[src/hw/rtl/bsfn_ram.sv]
// generic single-port-write, single-port-read ram with registered read data
module bsfn_ram #(
	parameter int WIDTH = 64,
	parameter int DEPTH = 64,
	parameter int AW    = (DEPTH > 1) ? $clog2(DEPTH) : 1
) (
	input  logic             clk,
	input  logic             we,
	input  logic [AW-1:0]    waddr,
	input  logic [WIDTH-1:0] wdata,
	input  logic [AW-1:0]    raddr,
	output logic [WIDTH-1:0] rdata
);

	logic [WIDTH-1:0] mem [DEPTH];

	always_ff @(posedge clk) begin
		if (we) begin
			mem[waddr] <= wdata;
		end
		rdata <= mem[raddr];
	end

endmodule

[config.mk]
export PLATFORM = sky130hd
export DESIGN_NAME = bsfn_ram
export DESIGN_NICKNAME = d
export VERILOG_FILES = /design/src/hw/rtl/bsfn_ram.sv
export SDC_FILE = /design/constraint.sdc
export NUM_CORES = 2
export LEC_CHECK = 0
export BUFFER_PORTS_ARGS = -buffer_cell sky130_fd_sc_hd__buf_2
export CORE_UTILIZATION = 50
export CTS_BUF_LIST = sky130_fd_sc_hd__clkbuf_4
export CTS_CLUSTER_DIAMETER = 80
export CTS_CLUSTER_SIZE = 20
export DETAILED_ROUTE_END_ITERATION = 10
export PLACE_DENSITY = 0.74
export RECOVER_POWER = 50
export SYNTH_ARGS = -nofsm -noshare
export SYNTH_HDL_FRONTEND = slang
export SYNTH_SLANG_ARGS = --single-unit
[constraint.sdc]
create_clock -name clk -period 11.5 [get_ports clk]
set_input_delay 1.725 -clock clk [delete_from_list [all_inputs] [get_ports clk]]
set_output_delay 1.725 -clock clk [all_outputs]
set_load 0.05 [all_outputs]
# Yosys cells after proc, flatten, opt, wreduce, memory -nomap -nowiden

Memory sizes are Yosys's and may differ from the RTL's. A register that Yosys moved wholly into a read port is not among the register bits.
Cells that the tools add are included.

Bits in registers: 0
Bits in latches: 0
Memory bits (writable): 4096
ROM bits: 0
Input bits: 78
Output and inout bits: 64
Memories: 1

Memories:

| name | words | width | rd ports | clocked after Yosys merged registers in | write ports | line | RTL |
|---|---|---|---|---|---|---|---|
| mem  | 64    | 64    | 1        | 1                                       | 1           | 15   | `logic [WIDTH-1:0] mem [DEPTH];` |

$add $sub $neg: 0
$mul: 0
Divide/modulo/power cells: 0
$lt $le $gt $ge: 0
Equality and inequality tests: 0
Shift-type cells: 0
Muxes and demuxes: 2
Bitwise operators: 0
Reduce and logical (&&, ||, !) cells: 0

Operators with widths:

| kind    | count |
|---|---|
| $mux W1 | 2 |

# Logic depth before layout (Yosys ltp)

Depth in word-level cells: 2
Mapped depth: 9
Mapped depth without buffers: 5

# Least setup slack after synthesis

No wires, ideal clock.

Path kind: input -> register
Start: input waddr[3]
End: memory mem[48][0], enable pin
Arrival time: 6.597 ns
Required time: 10.936 ns
Setup slack: 4.339 ns
Stages: 4
Path buffers: 1
Cell sequence: clkbuf_1 > nor2b_1 > nand4b_1 > nor3_1

RTL lines:

| what            | line | RTL |
|---|---|---|
| start, declared | 9    | `input logic [AW-1:0] waddr,` |
| end, declared   | 15   |  |

Straight into the memory's write port.

# Worst setup path in the final report

Start: input waddr[4]
End: memory mem[54][1], enable pin

Straight into the memory's write port.

==> out/results.tsv <==
stage	metric	value	unit
yosys	synthesized area	156300	um2
yosys	top cell type's share of synthesized area	78.67	%
place	dpl hpwl	214100	um
cts	Max clock buf depth	4	
global_routing	largest net degree at the start of global routing	133	
timing	Final period util	45.70	%
setup_path	slowest stage delay, CP	2.28	ns
timing	RSZ-0062 raised after global routing	no	
timing	Final Hold Vio Count	0	
cts	htree depth	4	
global_routing	overall routing resource usage	25.88	%
worst_hold_path	worst hold path class	register to register	
finish	# fillers	22830	
global_routing	first-pass GRT wire length	569800	um
setup_path	most frequent CP cell	clkbuf_1	
place	Final Wtd Congestion	0.7917	
timing	final setup fails	0	
setup_path	crit path DAT	6.28	ns
timing	Slew headroom	-114.5	%
yosys	syn avg cell area	23.70	um2
global_routing	Congestion Overflow GR	0	
global_routing	initial antenna violation count	47	
timing	Clock Skews	0.1455	ns
setup_path	R2R Setup Slk	9.28	ns
detailed_routing	initial DRC count	12080	
yosys	Distinct cells, synth	33	
setup_path	Worst Setup End Kind	register	
cts	CTS buffer count	235	
yosys	Synth Instances	6598	
setup_path	delay-heaviest family, CP	buffers and inverters	
timing	Tmin final	5.256	ns
cts	CTS Root Cell	clkbuf_4	
detailed_routing	DRC viols	0	
status	violations in the final reports	capacitance limit, slew limit	
setup_path	Buf/Inv on CP	3	
detailed_routing	drt first pass iters	6	
die	Core Box Area	309900	um2
run	max cap viols	72	
detailed_routing	final antenna-violating net count	0	
yosys	YS warnings	0	
cts	Worst-Skew Late Latency	1.51	ns
die	full die area	314900	um2
cts	clock sinks	4160	
yosys	sequential fraction of the synthesis area	79.49	%
cts	post-CTS setup buffer count	0	
yosys	area leader, netlist	edfxtp_1	
cts	number of hold buffers added after CTS	0	
setup_path	Startpoint Class	input port	
setup_path	CP cell instances	clkbuf_1 > nor2b_1 > nand4b_1 > nor2_4 > clkbuf_1 > buf_4	
status	status	complete, but fails checks	
finish	Reg area	124300	um2
pwr	Pleak	49.81	nW
finish	Syn-to-layout area delta	5.859	%
yosys	synthesized net count	6676	
pwr	VDD IR max	0.1353	mV
detailed_routing	final wirelength	409200	um
setup_path	Setup CP Type	input port to register	
die	overall die height	561.2	um
yosys	Seq cells post-synth	4160	
setup_path	required time of the critical path	12.53	ns
yosys	main area contributors after synthesis	edfxtp_1, mux4_2, mux2i_1	
place	IO buf count	141	
die	starting density of the core	50.46	%
cts	Reg clk slew, reported paths	0.20	ns
global_routing	vias in the first global route	73320	
die	I/O Pins	142	
detailed_routing	total number of vias	75040	
finish	area of the multi-input gates	30680	um2
detailed_routing	vias per std cell	6.759	
cts	CTS tree	yes	
finish	fin util	53.41	%
cts	post_cts resized	0	
die	Die W	561.2	um
timing	Slew Viols, Final	4318	
setup_path	Worst Path Max Fanout	36	
die	Site Rows	204	
timing	Least-Margin Pin Slew	3.217	ns
timing	Fin Setup TNS	0	ns
pwr	Power Dens Cells	145.6	nW/um2
detailed_routing	drt wl/cell	36.85	um
setup_path	CP max stage cell	clkbuf_1	
finish	ratio of cells with drive above 1 in the final layout	25.47	%
finish	final net count	6882	
timing	fmax	190.3	MHz
==> layout by cell type, fill, tap and decap left out, drive strengths merged, types with 18 or more instances in the layout <==
cell / instances
clkbuf: 445
or2: 28
buf: 268
or3: 29
nor2b: 28
a22oi: 168
a22o: 88
and3: 64
a211oi: 63
diode: 30
nand3: 45
a31oi: 18
mux4: 1024
inv: 20
nand2: 58
dfxtp: 64
a41oi: 26
mux2i: 135
nor2: 112
o221ai: 38
a2bb2oi: 19
edfxtp: 4096
o22ai: 83
==> area by class of cell <==
type	instances	share of cell area (%)
Sequential cell	4160	75.09
Multi-Input combinational cell	2049	18.54
Tap cell	4120	3.115
Clock buffer	374	1.696
Timing Repair Buffer	339	1.392
Clock inverter	11	0.08089
Antenna cell	30	0.04536
Inverter	19	0.04309
==> Yosys cell counts <==
| cell | count |
|---|---|
| nor2_1 | 112 |
| nand2_1 | 58 |
| mux4_2 | 1024 |
| a31o_1 | 1 |
| buf_4 | 34 |
| inv_1 | 19 |
| dfxtp_1 | 64 |
| a211oi_1 | 63 |
| o221ai_1 | 38 |
| o22ai_1 | 83 |
| a41oi_1 | 26 |
| buf_1 | 20 |
| or3_1 | 29 |
| nor2b_1 | 28 |
| nand2b_1 | 11 |
| clkbuf_1 | 140 |
| or3b_2 | 1 |
| nand4b_1 | 1 |
| and3_1 | 64 |
| buf_6 | 6 |
| buf_2 | 170 |
| a31oi_1 | 18 |
| mux2i_1 | 135 |
| a22oi_1 | 168 |
| nand3b_1 | 2 |
| edfxtp_1 | 4096 |
| or2_2 | 28 |
| and2_1 | 3 |
| a22o_1 | 88 |
| a2bb2oi_1 | 19 |
| nor3_1 | 2 |
| nand4_1 | 2 |
| nand3_1 | 45 |
==> flip-flops by register name (all words and copies together) (netlist names) <==
name,count
rdata,64
mem,4096
==> cell families after synthesis <==
group,after synthesis,synth area share (%)
AO/OA/AOI/OAI,504,2.477
flip-flops,4160,79.49
multiplexers,1159,15.61
buffers and inverters,389,1.180
AND/OR/NAND/NOR,386,1.240
==> through the flow <==
| step | hold WS, ns | setup WS [ns] | power (mW) | instances | area (um2) |
|---|---|---|---|---|---|
| floorplan | 0.7878 | 4.339 | 18.04 | 6598 | 156300 |
| global placement | 0.8178 | 5.787 | 18.63 | 10690 | 162700 |
| detailed placement | 0.8266 | 5.787 | 18.68 | 10690 | 162700 |
| CTS | 0.7811 | 7.030 | 24.13 | 11070 | 165600 |
| global route | 0.8191 | 6.358 | 24.71 | 11080 | 165500 |
| finish | 0.8299 | 6.244 | 24.09 | 11100 | 165500 |
==> worst min-delay path: stages (launching register included) <==
cell and delay (ns):
edfxtp_1 0.36, mux4_2 0.22, a22oi_1 0.06, nand3_1 0.07
and3_1 0.14
==> path summary, 6_finish.rpt <==
kind	from	cells after the start	end
setup reg to reg	mem[45][23]	5	rdata[23]
setup / recovery	waddr[4]	6	mem[54][1]
hold / removal	mem[39][63]	4	rdata[63]
hold reg to reg	mem[39][63]	4	rdata[63]
==> power breakdown <==
group | internal, mW | leakage, nW | switching (mW) | total (mW)
sequential | 16.8 | 37.4 | 0.0825 | 16.9
clock | 1.50 | 1.78 | 4.23 | 5.74
combinational | 0.506 | 10.6 | 0.969 | 1.48
==> routing by layer <==
layer / track usage [%] / part of all wire [%] / vias to the layer above
met4: 8.295 / 3.8 / 18
met5: 0 / 0.028 / -
met3: 4.945 / 12 / 844
met1: 35.74 / 36 / 40120
li1: - / - / 28690
met2: 42.04 / 49 / 5363
Note: power is estimated with default switching activity, not from simulation.
